## src/sv/hgsd_pkg.sv

```systemverilog
`default_nettype none
// ----------------------------------------------------------------------------
// hgsd_pkg
// Shared types and constants of the height-grid local step detector.
// ----------------------------------------------------------------------------
package hgsd_pkg;

    localparam int MAX_WIDTH      = 1024;
    localparam int HEIGHT_BITS    = 16;
    localparam int COL_BITS       = $clog2(MAX_WIDTH);
    localparam int LINE_BITS      = 11;
    localparam int ROW_BITS       = 11;
    localparam int DIFF_BITS      = 16;
    localparam int CMP_BITS       = LINE_BITS + COL_BITS;
    localparam int CFG_DATA_BITS  = 16;
    localparam int CFG_INDEX_BITS = 2;
    localparam int CELL_BITS      = HEIGHT_BITS + 2;
    localparam int OUTQ_DEPTH     = 16;
    localparam int OUTQ_PTR_BITS  = $clog2(OUTQ_DEPTH);
    localparam int OUTQ_CNT_BITS  = $clog2(OUTQ_DEPTH + 1);
    localparam int PIPE_STAGES    = 4;
    localparam int RSV_BITS       = $clog2(OUTQ_DEPTH + 2 * PIPE_STAGES + 1);

    localparam logic [LINE_BITS-1:0] LINE_WIDTH_RESET = LINE_BITS'(1024);
    localparam logic [ROW_BITS-1:0]  FRAME_ROWS_RESET = ROW_BITS'(1024);
    localparam logic [DIFF_BITS-1:0] MAX_DIFF_RESET   = DIFF_BITS'(1000);
    localparam logic [DIFF_BITS-1:0] MIN_DIFF_RESET   = DIFF_BITS'(100);

    typedef enum logic [CFG_INDEX_BITS-1:0] {
        CFG_LINE_WIDTH = 2'd0,
        CFG_FRAME_ROWS = 2'd1,
        CFG_MAX_DIFF   = 2'd2,
        CFG_MIN_DIFF   = 2'd3
    } cfg_idx_t;

    typedef struct packed {
        logic [LINE_BITS-1:0] line_width;
        logic [ROW_BITS-1:0]  frame_rows;
        logic [DIFF_BITS-1:0] max_diff;
        logic [DIFF_BITS-1:0] min_diff;
    } cfg_t;

    typedef struct packed {
        logic signed [HEIGHT_BITS-1:0] h;
        logic                          p;
        logic                          rc;
    } cell_t;

    // Result A is the centre one column back, result B the last cell of a row.
    typedef struct packed {
        logic res_a;
        logic res_b;
        logic left_a;
        logic left_b;
        logic top_ok;
        logic bottom_ok;
    } emit_flags_t;

    typedef struct packed {
        logic                   valid;
        emit_flags_t            flags;
        cell_t [2:0][2:0]       cells;
    } win_stage_t;

    typedef struct packed {
        logic [DIFF_BITS-1:0] step_size;
        logic                 marked;
        logic                 center_present;
        logic                 apply;
        logic                 last;
    } result_t;

    typedef struct packed {
        logic    valid;
        logic    a_en;
        result_t a;
        logic    b_en;
        result_t b;
    } res_pair_t;

    function automatic logic [DIFF_BITS-1:0] abs_diff(
        input logic signed [HEIGHT_BITS-1:0] x,
        input logic signed [HEIGHT_BITS-1:0] y
    );
        logic signed [HEIGHT_BITS:0] d;
        logic signed [HEIGHT_BITS:0] n;
        d = {x[HEIGHT_BITS-1], x} - {y[HEIGHT_BITS-1], y};
        n = -d;
        return d[HEIGHT_BITS] ? DIFF_BITS'(n) : DIFF_BITS'(d);
    endfunction

endpackage
`default_nettype wire

```

## src/sv/hgsd_outq.sv

```systemverilog
`default_nettype none
// ----------------------------------------------------------------------------
// hgsd_outq
// Result queue that takes up to two results a cycle and drives the master side.
// ----------------------------------------------------------------------------
module hgsd_outq (
    input  wire logic                                clk,
    input  wire logic                                rst_n,
    input  wire hgsd_pkg::res_pair_t                 pair,
    output      logic [hgsd_pkg::OUTQ_CNT_BITS-1:0]  count,
    output      logic                                m_axis_tvalid,
    input  wire logic                                m_axis_tready,
    output      logic [15:0]                         m_axis_tdata,  // step_size
    output      logic [2:0]                          m_axis_tuser,  // marked, center_present, apply
    output      logic                                m_axis_tlast
);
    import hgsd_pkg::*;

    result_t                  q_mem [OUTQ_DEPTH];
    logic [OUTQ_PTR_BITS-1:0] wp_reg, wp_next;
    logic [OUTQ_PTR_BITS-1:0] rp_reg, rp_next;
    logic [OUTQ_CNT_BITS-1:0] cnt_reg, cnt_next;
    logic                     push_a, push_b, pop;
    logic [OUTQ_PTR_BITS-1:0] b_ptr;
    result_t                  head;

    assign push_a = pair.valid && pair.a_en;
    assign push_b = pair.valid && pair.b_en;
    assign pop    = m_axis_tvalid && m_axis_tready;
    assign b_ptr  = push_a ? wp_reg + OUTQ_PTR_BITS'(1) : wp_reg;

    always_comb
    begin
        wp_next  = wp_reg + OUTQ_PTR_BITS'(push_a) + OUTQ_PTR_BITS'(push_b);
        rp_next  = rp_reg + OUTQ_PTR_BITS'(pop);
        cnt_next = cnt_reg + OUTQ_CNT_BITS'(push_a) + OUTQ_CNT_BITS'(push_b)
                   - OUTQ_CNT_BITS'(pop);
    end

    always_ff @(posedge clk)
    begin
        if (push_a)
        begin
            q_mem[wp_reg] <= pair.a;
        end
        if (push_b)
        begin
            q_mem[b_ptr] <= pair.b;
        end
    end

    always_ff @(posedge clk or negedge rst_n)
    begin
        if (!rst_n)
        begin
            wp_reg  <= '0;
            rp_reg  <= '0;
            cnt_reg <= '0;
        end
        else
        begin
            wp_reg  <= wp_next;
            rp_reg  <= rp_next;
            cnt_reg <= cnt_next;
        end
    end

    assign head          = q_mem[rp_reg];
    assign m_axis_tvalid = cnt_reg != '0;
    assign m_axis_tdata  = head.step_size;
    assign m_axis_tuser  = {head.apply, head.center_present, head.marked};
    assign m_axis_tlast  = head.last;
    assign count         = cnt_reg;

endmodule
`default_nettype wire

```

## config.mk

```make
export PLATFORM = sky130hd
export DESIGN_NAME = hgsd_outq
export DESIGN_NICKNAME = d
export VERILOG_FILES = /design/src/sv/hgsd_pkg.sv /design/src/sv/hgsd_outq.sv
export SDC_FILE = /design/constraint.sdc
export NUM_CORES = 1
export LEC_CHECK = 0
export BUFFER_PORTS_ARGS = -buffer_cell sky130_fd_sc_hd__buf_2
export CELL_PAD_IN_SITES_DETAIL_PLACEMENT = 0
export CELL_PAD_IN_SITES_GLOBAL_PLACEMENT = 2
export CORE_ASPECT_RATIO = 0.5
export CORE_MARGIN = 1
export CORE_UTILIZATION = 45
export CTS_CLUSTER_DIAMETER = 80
export DETAILED_ROUTE_END_ITERATION = 10
export PLACE_DENSITY = 0.81
export SYNTH_ARGS = -nofsm -noshare
export SYNTH_HDL_FRONTEND = slang
export SYNTH_SLANG_ARGS = --single-unit
```

## constraint.sdc

```tcl
create_clock -name clk -period 6.9 [get_ports clk]
set_input_delay 1.035 -clock clk [delete_from_list [all_inputs] [get_ports clk]]
set_output_delay 1.035 -clock clk [all_outputs]
set_load 0.005 [all_outputs]
```

==> results.py <==
metrics = {
    "synthesis": {
        "synth-edff-count": 320,
        "syn_nets": 1153,
        "synth_area_sq_um": 17300,
        "synth_top_area_cell": "edfxtp_1",
        "yosysUniqueCellTypes": 45,
        "synthArstFlopShare": 0.0390,
        "synth.area.top_cells": "edfxtp_1, mux2_2, mux2_1",
        "ys_seq_area_frac": 0.573,
        "avgSynthCellArea_sq_um": 15.9,
        "synthCells": 1092,
        "synth-main-ff-cell": "edfxtp_1",
        "netlist.area_leader.share": 0.555,
        "synth-seq-cells": 333,
        "synth_warnings": 0,
    },
    "timing": {
        "final_max_slew_viol_count": 0,
        "worst_pin_slew_ns": 1.42,
        "slew_headroom": 0.0536,
        "tns_ns": 0,
        "worst_slack_ns": 2.42,
        "skew_ns": 0.0115,
        "grt_setup_unrepaired": "false",
        "finalSetupViolCount": 0,
        "fin_crit_sh": 0.650,
        "layout_min_cycle_time_ns": 4.48,
        "fmax_mhz": 223,
        "hold_viol": 0,
        "hold-worst-slack_ns": 0.403,
    },
    "grt": {
        "overflow": 0,
        "grt_pass1_wl_mm": 70.3,
        "gr-usage-all-layers": 0.249,
        "grt_pass1_vias": 10400,
        "antenna_found_initial": 3,
        "grt_max_degree": 67,
    },
    "finish": {
        "fin_cells": 1665,
        "largest_reg_flops": 320,
        "finalNetCount": 1178,
        "max_flop_register": "q_mem",
        "area_growth_pct": 11.2,
        "drive_gt1_frac": 0.385,
    },
    "critical_path": {
        "worstSetupStartpointType": "flip-flop",
        "crit_type": "reg -> out",
        "crit_fanout": 66,
        "worstPathRequired_ns": 5.86,
        "crit_path_end_kind": "primary output",
        "cp.arrival_ns": 3.45,
    },
    "placed_design": {
        "dp.final_hpwl_mm": 27.5,
        "port_buffers": 71,
        "dp_cells": 1601,
        "gp_congestion": 0.778,
        "dp_slack_ns": 2.81,
    },
    "outcome": {
        "outcome": "complete, no violations",
    },
    "clocking": {
        "clock_latency_ns": 0.53,
        "clock-sinks": 333,
        "root_buffer": "clkbuf_16",
        "clk_pin_slew_ns": 0.06,
        "cts_setup_buffers": 0,
        "cts_hold_buffers": 0,
        "clockBufferDepth": 3,
        "cts-resized-gates": 0,
        "htreeDepth": 2,
        "cts_tree": "done",
        "cts_made_buffers": 34,
    },
    "routing": {
        "routed_wl_mm": 48.8,
        "dr.pass1.iters": 5,
        "via_count": 10300,
        "post_drt_wl_per_cell_um": 29.3,
        "vias_per_cell": 6.18,
        "drc": 0,
        "antenna_left": 0,
        "drt-initial-drc-count": 999,
    },
    "pwr": {
        "p_per_area_nw_per_um2": 355,
        "p_total_w": 0.00685,
        "switchingPower_w": 0.00232,
        "swShare": 0.338,
        "p_int_w": 0.00453,
        "p_clk_frac": 0.273,
        "irDropWorstVdd_mv": 0.213,
        "p_leak_nw": 6.71,
        "seq_power_share": 0.399,
        "combPwrFrac": 0.328,
    },
    "floorplanning": {
        "coreArea_sq_um": 37700,
        "initial_core_util": 0.460,
        "ios": 72,
        "dieArea_sq_um": 39300,
        "die_width_um": 280,
        "die_h_um": 141,
        "rows": 50,
    },
    "min_path": {
        "holdCritPathClass": "in -> async",
    },
    "run": {
        "maxCapViolCount": 0,
    },
}
worst max-delay path, cell delays in order, from the launching register on:
cell and delay (ns):
dfrtp_4 1.16, buf_12 0.47, mux4_2 0.58, a22oi_1 0.23, nand2_1 0.16, buf_2 0.17
placed cells by master, fill, tap and decap left out, types with 10 or more instances in the layout:
cell and n:
edfxtp_1 320, mux2_2 210, mux2_1 100, mux2i_1 80, buf_2 71, a221oi_1 40
mux4_2 40, clkbuf_16 37, buf_4 28, nand2_1 24, a22oi_1 20, o21ai_0 20
inv_1 14, ha_1 12, dfrtp_1 11, mux2_4 10
cell type report:
class,count,area [sq um]
antenna,2,5.00
clock buffer,50,1030
clock inverter,12,80.1
fill,3197,18400
inverter,14,52.6
multi-input combinational,634,6920
sequential,333,9940
tap,520,651
timing repair buffer,100,586
per-layer routing:
metal | routed length, um | GRT usage | vias to the layer above
met5 | 0 | 0 | -
met4 | 1170 | 0.0728 | 0
met3 | 3570 | 0.0510 | 72
met2 | 23400 | 0.406 | 416
met1 | 20600 | 0.338 | 5383
li1 | - | - | 4416
cell usage after synthesis, types with 2 or more instances:
library cell and instances:
nand2_1 24, a221oi_1 40, buf_4 11, mux2_2 210
dfrtp_1 13, fa_1 3, ha_1 12, xor2_1 5
nand3_1 5, clkbuf_1 62, nand4_1 5, edfxtp_1 320
or3_1 2, buf_6 6, mux4_2 40, mux2i_1 80
nand2b_1 2, and2_1 2, a22oi_1 20, xnor2_1 3
and4_4 3, nand3b_1 3, a21oi_2 2, buf_1 3
o21ai_0 30, mux2_1 100, mux2_4 10, or3b_1 3
inv_1 14, a21oi_1 4, o21bai_1 7, o211a_1 3
o211ai_1 5, buf_2 29
metrics by stage:
step | instance area (sq um) | util
CTS | 19300 | 0.511
finish | 19300 | 0.512
detailed placement | 18100 | 0.482
global route | 19300 | 0.512
floorplan | 17300 | -
global placement | 18100 | 0.481
kinds of logic after synthesis:
logic type,synth area share
multiplexers,0.308
flip-flops,0.573
buffers and inverters,0.0342
AO/OA/AOI/OAI,0.0480
AND/OR/NAND/NOR,0.0182
adder cells (fa/ha/maj),0.0121
XOR/XNOR,0.00592
power groups by stage:
stage | sequential, W | combinational (W) | clock, W
global placement | 0.00277 | 0.00223 | 0
detailed placement | 0.00277 | 0.00226 | 0
CTS | 0.00273 | 0.00227 | 0.00189
floorplan | 0.00260 | 0.00160 | 0
finish | 0.00273 | 0.00225 | 0.00187
global route | 0.00276 | 0.00241 | 0.00198
path summary, 6_finish.rpt:
| path | slack (ns) | end | start | cells after the start |
|---|---|---|---|---|
| min in group clk | 0.62 | count[4] | count[4] | 2 |
| setup / recovery | 2.42 | m_axis_tuser[2] | rp_reg[0] | 5 |
| hold / removal | 0.40 | count[0] | rst_n | 1 |
| hold reg to reg | 0.62 | count[4] | count[4] | 2 |
| max in group asynchronous | 6.21 | rp_reg[0] | rst_n | 1 |
| setup reg to reg | 3.10 | q_mem[13][12] | wp_reg[0] | 6 |
(Power assumes the default switching activity.)
