[config.mk]
export PLATFORM = sky130hd
export DESIGN_NAME = hgsd_diff
export DESIGN_NICKNAME = d
export VERILOG_FILES = /design/src/sv/hgsd_pkg.sv /design/src/sv/hgsd_diff.sv
export SDC_FILE = /design/constraint.sdc
export NUM_CORES = 1
export LEC_CHECK = 0
export ABC_AREA = 1
export BUFFER_PORTS_ARGS = -buffer_cell sky130_fd_sc_hd__buf_2
export CAP_MARGIN = 30
export CORE_ASPECT_RATIO = 1.2
export CORE_MARGIN = 1.5
export CORE_UTILIZATION = 63
export CTS_BUF_LIST = sky130_fd_sc_hd__clkbuf_4
export DETAILED_ROUTE_END_ITERATION = 7
export GPL_ROUTABILITY_DRIVEN = 0
export HOLD_SLACK_MARGIN = 0.03
export PLACE_DENSITY_LB_ADDON = 0.08
export SLEW_MARGIN = 15
export SYNTH_ARGS = -nofsm -noshare
export SYNTH_HDL_FRONTEND = slang
export SYNTH_SLANG_ARGS = --single-unit
[constraint.sdc]
create_clock -name clk -period 14.3 [get_ports clk]
set_input_delay 1.43 -clock clk [delete_from_list [all_inputs] [get_ports clk]]
set_output_delay 1.43 -clock clk [all_outputs]
set_load 0.05 [all_outputs]
[src/sv/hgsd_pkg.sv]
`default_nettype none
// ----------------------------------------------------------------------------
// hgsd_pkg
// Shared types and constants of the height-grid local step detector.
// ----------------------------------------------------------------------------
package hgsd_pkg;

    localparam int MAX_WIDTH      = 1024;
    localparam int HEIGHT_BITS    = 16;
    localparam int COL_BITS       = $clog2(MAX_WIDTH);
    localparam int LINE_BITS      = 11;
    localparam int ROW_BITS       = 11;
    localparam int DIFF_BITS      = 16;
    localparam int CMP_BITS       = LINE_BITS + COL_BITS;
    localparam int CFG_DATA_BITS  = 16;
    localparam int CFG_INDEX_BITS = 2;
    localparam int CELL_BITS      = HEIGHT_BITS + 2;
    localparam int OUTQ_DEPTH     = 16;
    localparam int OUTQ_PTR_BITS  = $clog2(OUTQ_DEPTH);
    localparam int OUTQ_CNT_BITS  = $clog2(OUTQ_DEPTH + 1);
    localparam int PIPE_STAGES    = 4;
    localparam int RSV_BITS       = $clog2(OUTQ_DEPTH + 2 * PIPE_STAGES + 1);

    localparam logic [LINE_BITS-1:0] LINE_WIDTH_RESET = LINE_BITS'(1024);
    localparam logic [ROW_BITS-1:0]  FRAME_ROWS_RESET = ROW_BITS'(1024);
    localparam logic [DIFF_BITS-1:0] MAX_DIFF_RESET   = DIFF_BITS'(1000);
    localparam logic [DIFF_BITS-1:0] MIN_DIFF_RESET   = DIFF_BITS'(100);

    typedef enum logic [CFG_INDEX_BITS-1:0] {
        CFG_LINE_WIDTH = 2'd0,
        CFG_FRAME_ROWS = 2'd1,
        CFG_MAX_DIFF   = 2'd2,
        CFG_MIN_DIFF   = 2'd3
    } cfg_idx_t;

    typedef struct packed {
        logic [LINE_BITS-1:0] line_width;
        logic [ROW_BITS-1:0]  frame_rows;
        logic [DIFF_BITS-1:0] max_diff;
        logic [DIFF_BITS-1:0] min_diff;
    } cfg_t;

    typedef struct packed {
        logic signed [HEIGHT_BITS-1:0] h;
        logic                          p;
        logic                          rc;
    } cell_t;

    // Result A is the centre one column back, result B the last cell of a row.
    typedef struct packed {
        logic res_a;
        logic res_b;
        logic left_a;
        logic left_b;
        logic top_ok;
        logic bottom_ok;
    } emit_flags_t;

    typedef struct packed {
        logic                   valid;
        emit_flags_t            flags;
        cell_t [2:0][2:0]       cells;
    } win_stage_t;

    typedef struct packed {
        logic [DIFF_BITS-1:0] step_size;
        logic                 marked;
        logic                 center_present;
        logic                 apply;
        logic                 last;
    } result_t;

    typedef struct packed {
        logic    valid;
        logic    a_en;
        result_t a;
        logic    b_en;
        result_t b;
    } res_pair_t;

    function automatic logic [DIFF_BITS-1:0] abs_diff(
        input logic signed [HEIGHT_BITS-1:0] x,
        input logic signed [HEIGHT_BITS-1:0] y
    );
        logic signed [HEIGHT_BITS:0] d;
        logic signed [HEIGHT_BITS:0] n;
        d = {x[HEIGHT_BITS-1], x} - {y[HEIGHT_BITS-1], y};
        n = -d;
        return d[HEIGHT_BITS] ? DIFF_BITS'(n) : DIFF_BITS'(d);
    endfunction

endpackage
`default_nettype wire

[src/sv/hgsd_diff.sv]
`default_nettype none
// ----------------------------------------------------------------------------
// hgsd_diff
// Neighbour differences, largest-difference search, clamp and threshold.
// ----------------------------------------------------------------------------
module hgsd_diff (
    input  wire logic                 clk,
    input  wire logic                 rst_n,
    input  wire hgsd_pkg::cfg_t       cfg,
    input  wire hgsd_pkg::win_stage_t win,
    output      logic                 s3_valid,
    output      hgsd_pkg::res_pair_t  pair
);
    import hgsd_pkg::*;

    logic [DIFF_BITS-1:0] da_next [9];
    logic [DIFF_BITS-1:0] db_next [6];
    logic [DIFF_BITS-1:0] da_reg  [9];
    logic [DIFF_BITS-1:0] db_reg  [6];
    cell_t                ca_reg, cb_reg;
    logic                 s3_a_reg, s3_b_reg;
    logic                 s3_valid_reg;

    logic [DIFF_BITS-1:0] best_a_next, best_b_next;
    logic [DIFF_BITS-1:0] best_a_reg, best_b_reg;
    logic                 pa_reg, rca_reg, pb_reg, rcb_reg;
    logic                 s4_a_reg, s4_b_reg;
    logic                 s4_valid_reg;

    logic [DIFF_BITS-1:0] clamp_a, clamp_b;
    logic                 mark_a, mark_b;

    always_comb
    begin
        logic row_ok;
        logic inc;
        for (int col = 0; col < 3; col++)
        begin
            for (int row = 0; row < 3; row++)
            begin
                row_ok = (row == 0) ? win.flags.top_ok :
                         (row == 2) ? win.flags.bottom_ok : 1'b1;
                inc = win.cells[col][row].p && row_ok &&
                      ((col != 0) || win.flags.left_a);
                da_next[col*3+row] = inc ?
                    abs_diff(win.cells[col][row].h, win.cells[1][1].h) : '0;
                if (col != 0)
                begin
                    inc = win.cells[col][row].p && row_ok &&
                          ((col != 1) || win.flags.left_b);
                    db_next[(col-1)*3+row] = inc ?
                        abs_diff(win.cells[col][row].h, win.cells[2][1].h) : '0;
                end
            end
        end
    end

    always_ff @(posedge clk)
    begin
        if (win.valid)
        begin
            da_reg   <= da_next;
            db_reg   <= db_next;
            ca_reg   <= win.cells[1][1];
            cb_reg   <= win.cells[2][1];
            s3_a_reg <= win.flags.res_a;
            s3_b_reg <= win.flags.res_b;
        end
    end

    always_comb
    begin
        best_a_next = da_reg[0];
        for (int k = 1; k < 9; k++)
        begin
            if (da_reg[k] > best_a_next)
            begin
                best_a_next = da_reg[k];
            end
        end
        best_b_next = db_reg[0];
        for (int k = 1; k < 6; k++)
        begin
            if (db_reg[k] > best_b_next)
            begin
                best_b_next = db_reg[k];
            end
        end
    end

    always_ff @(posedge clk)
    begin
        if (s3_valid_reg)
        begin
            best_a_reg <= best_a_next;
            best_b_reg <= best_b_next;
            pa_reg     <= ca_reg.p;
            rca_reg    <= ca_reg.rc;
            pb_reg     <= cb_reg.p;
            rcb_reg    <= cb_reg.rc;
            s4_a_reg   <= s3_a_reg;
            s4_b_reg   <= s3_b_reg;
        end
    end

    always_ff @(posedge clk or negedge rst_n)
    begin
        if (!rst_n)
        begin
            s3_valid_reg <= 1'b0;
            s4_valid_reg <= 1'b0;
        end
        else
        begin
            s3_valid_reg <= win.valid;
            s4_valid_reg <= s3_valid_reg;
        end
    end

    always_comb
    begin
        clamp_a = (best_a_reg > cfg.max_diff) ? cfg.max_diff : best_a_reg;
        clamp_b = (best_b_reg > cfg.max_diff) ? cfg.max_diff : best_b_reg;
        mark_a  = pa_reg && (clamp_a > cfg.min_diff);
        mark_b  = pb_reg && (clamp_b > cfg.min_diff);

        pair.valid              = s4_valid_reg;
        pair.a_en               = s4_a_reg;
        pair.a.step_size        = mark_a ? clamp_a : '0;
        pair.a.marked           = mark_a;
        pair.a.center_present   = pa_reg;
        pair.a.apply            = rca_reg;
        pair.a.last             = !s4_b_reg;
        pair.b_en               = s4_b_reg;
        pair.b.step_size        = mark_b ? clamp_b : '0;
        pair.b.marked           = mark_b;
        pair.b.center_present   = pb_reg;
        pair.b.apply            = rcb_reg;
        pair.b.last             = 1'b1;
    end

    assign s3_valid = s3_valid_reg;

endmodule
`default_nettype wire

==> flow_summary.ini <==
[floorplan]
fp.dieArea_um2 = 48000
fp.dieW_um = 200
row_count = 86
coreArea_um2 = 46100
io_pins = 269
start_util_pct = 63.9
die_h_um = 240

[job]
drv_cap = 0

[run_status]
status = completed

[detailed_routing]
first_iter_violations = 2123
met2_length_um = 40200
top_layer_used = met5
via_count = 28103
ant_nets = 0
viasPerCell = 5.72
dr_wl_met3_um = 6780
wl_met1_um = 33400
drcViolationCount = 0
wl_per_cell_um = 17.6
first_pass_iters = 8
drt_wl_total_um = 86400

[synthesis]
synth_seq_cells = 254
post_synth_inst_count = 4018
synthMuxAreaShare_pct = 0.0340
postSynth.topFlopCell = edfxtp_1
synthXorXnorAreaFrac_pct = 5.03
synth_warnings = 0
synth_top_family_by_area = simple AND/OR/NAND/NOR gates
synthesis.nets = 4708
netlist_area_um2 = 29400
async_reset_ff_share_pct = 0.787
synth_compound_area_share_pct = 17.2
yosys.area_share.simple_pct = 22.3
synth_enable_flop_cells = 252
syn_area_per_cell_um2 = 7.32
ys_seq_area_share_pct = 25.9
synth_cell_types = 54
synth-adder-area-share_pct = 20.1

[grt]
grt_usage_pct = 35.5
overflow = 0
grt_start_max_net_pins = 72
grt_pass1_vias = 25720
antenna_found_initial = 6
grt_pass1_wl_um = 132000

[timing]
drv_slew = 0
layout_min_cycle_time_ns = 12.81
fmax_mhz = 78.1
finalSetupTns_ns = 0
fin_worst_skew_ns = 0.0415
max_slew_margin_pct = 36.6
worst_pin_slew_ns = 0.951
setup_viol = 0
finalHoldViolCount = 0
whs_ns = 0.420
rsz0062_at_grt = no
period_share_pct = 89.6

[clock_network]
cts_setup_buffers = 0
cts_tree = yes
clk_latency_ns = 0.79
cts_made_buffers = 68
htreeDepth = 3
cts.clk_slew.worst_paths_ns = 0.07
clock-sinks = 254
cts_buffer_depth = 3
ctsRootBufferMaster = clkbuf_4
hold_buffers = 0

[worst_setup_path]
cp_slowest_cell = a2111oi_0
r2r-start = da_reg[127]
crit_required_ns = 14.83
crit_type = register to register
crit_path_end_kind = register
cp-startpoint = da_reg[127]
cp_max_fo = 32
critical_path.endpoint = best_a_reg[1]
slowest_delay_ns = 0.50
path_depth = 53
worst_r2r_path_depth = 53
ff2ff_setup_slack_ns = 1.49
critPathArrivalTime_ns = 13.34
crit_family = simple AND/OR/NAND/NOR gates
worstReg2RegEnd = best_a_reg[1]
cp-start-kind = register
crit_top_cell = nand2_1
crit_buf_inv = 3

[layout]
syn2layout_area_growth_pct = 8.73
fill_cells = 4014
nNetsFinal = 4935
seqCellArea_um2 = 7620
drive_gt1_share_pct = 9.10
largest_register_ffs = 128
multiInputGateArea_um2 = 19000
fin_util_pct = 69.4

[worst_hold_path]
hold_path.class = input pin to async pin

[pwr]
p_leak_nw = 16.0
vdd_drop_max_mv = 0.146
p_per_area_nw_per_um2 = 158

[place]
io_buffers = 238
hpwlAfterDp_um = 71200
placed cells by master (no fill, tap or decap), drive strengths merged, types with 17 or more instances in the layout:
cell and count:
o21a 39, inv 627, buf 247, o21bai 44
and3 17, a21oi 393, nand4 32, nor3 238
a211oi 24, o21ai 305, xor2 164, nand3 169
ha 452, nor3b 27, nor2 314, clkbuf 92
nand2 674, edfxtp 252, a21o 27, clkinv 29
worst reg2reg max path, delay by kind of cell, from the launching register on:
family | cells | cell delay (ns)
flops | 1 | 0.40
compound gates | 12 | 2.59
simple gates | 31 | 6.58
fa+ha+maj | 7 | 2.31
buf+inv | 3 | 0.66
worst min-delay path by stage:
stage / startpoint / to
after floorplan: ca_reg[1] / pa_reg
final: rst_n / s3_valid
after global routing: rst_n / s3_valid
after CTS: rst_n / s3_valid
after global placement: cb_reg[0] / rcb_reg
after detailed placement: cb_reg[0] / rcb_reg
synthesized netlist by cell type (all sizes together) (8+ instances only):
master | n | share of area, %
inv | 625 | 8.0
nand3b | 8 | 0.20
nor3 | 238 | 4.1
a21oi | 393 | 6.7
fa | 13 | 0.89
and2 | 12 | 0.26
edfxtp | 252 | 26
nor2 | 314 | 4.0
a31oi | 13 | 0.28
nand4 | 32 | 0.70
o21bai | 44 | 1.1
nor3b | 27 | 0.69
nand3 | 169 | 2.9
o221ai | 10 | 0.30
xor2 | 164 | 4.9
a211oi | 24 | 0.61
nand2 | 674 | 8.8
a21o | 27 | 0.69
and3 | 17 | 0.36
or2 | 12 | 0.26
o31ai | 9 | 0.23
o21ai | 305 | 5.2
clkbuf | 72 | 0.92
buf | 19 | 0.42
ha | 452 | 19
o21a | 39 | 1.0
cells by family after synthesis:
group	Yosys count
other	1
AND/OR/NAND/NOR	1508
XOR/XNOR	169
buffers and inverters	720
multiplexers	1
AO/OA/AOI/OAI	900
flip-flops	254
adder cells (fa/ha/maj)	465
power breakdown:
part / switching [mW] / total, mW / leakage (nW) / internal, mW
Clock: 0.327 / 0.679 / 0.520 / 0.352
Combinational: 2.17 / 3.27 / 13.0 / 1.10
Sequential: 0.0723 / 1.10 / 2.44 / 1.02
Total: 2.57 / 5.05 / 16.0 / 2.48
metrics by stage:
step	area (um^2)	setup WS, ns	instances	total power, mW
2_1_floorplan	29400	3.01	4018	3.59
3_3_place_gp	31000	1.37	4789	4.26
3_5_place_dp	31100	1.19	4791	4.34
4_1_cts	32000	1.16	4912	5.03
5_1_grt	32000	0.235	4914	5.56
6_report	32000	1.49	4916	5.05
area by class of cell:
cell class              count  share of cell area, %
repair buffers            248                   4.05
flip-flops and latches    254                   23.8
clock inverters            30                  0.618
diodes                      4                 0.0313
well taps                 616                   2.41
clock buffers              91                   2.14
multi-input cells        3044                   59.5
inverters                 629                   7.38
repair_timing:
action,CTS,global route
gates resized for setup,0,1
endpoints found under the hold margin,0,0
endpoints found under the setup margin,0,16
per-layer routing:
layer	track usage, %	up-vias
met2	61.1	1042
met3	5.89	295
met4	23.5	6
met5	0	-
li1	-	14235
met1	40.9	12525
Note: power is estimated with default switching activity, not from simulation.
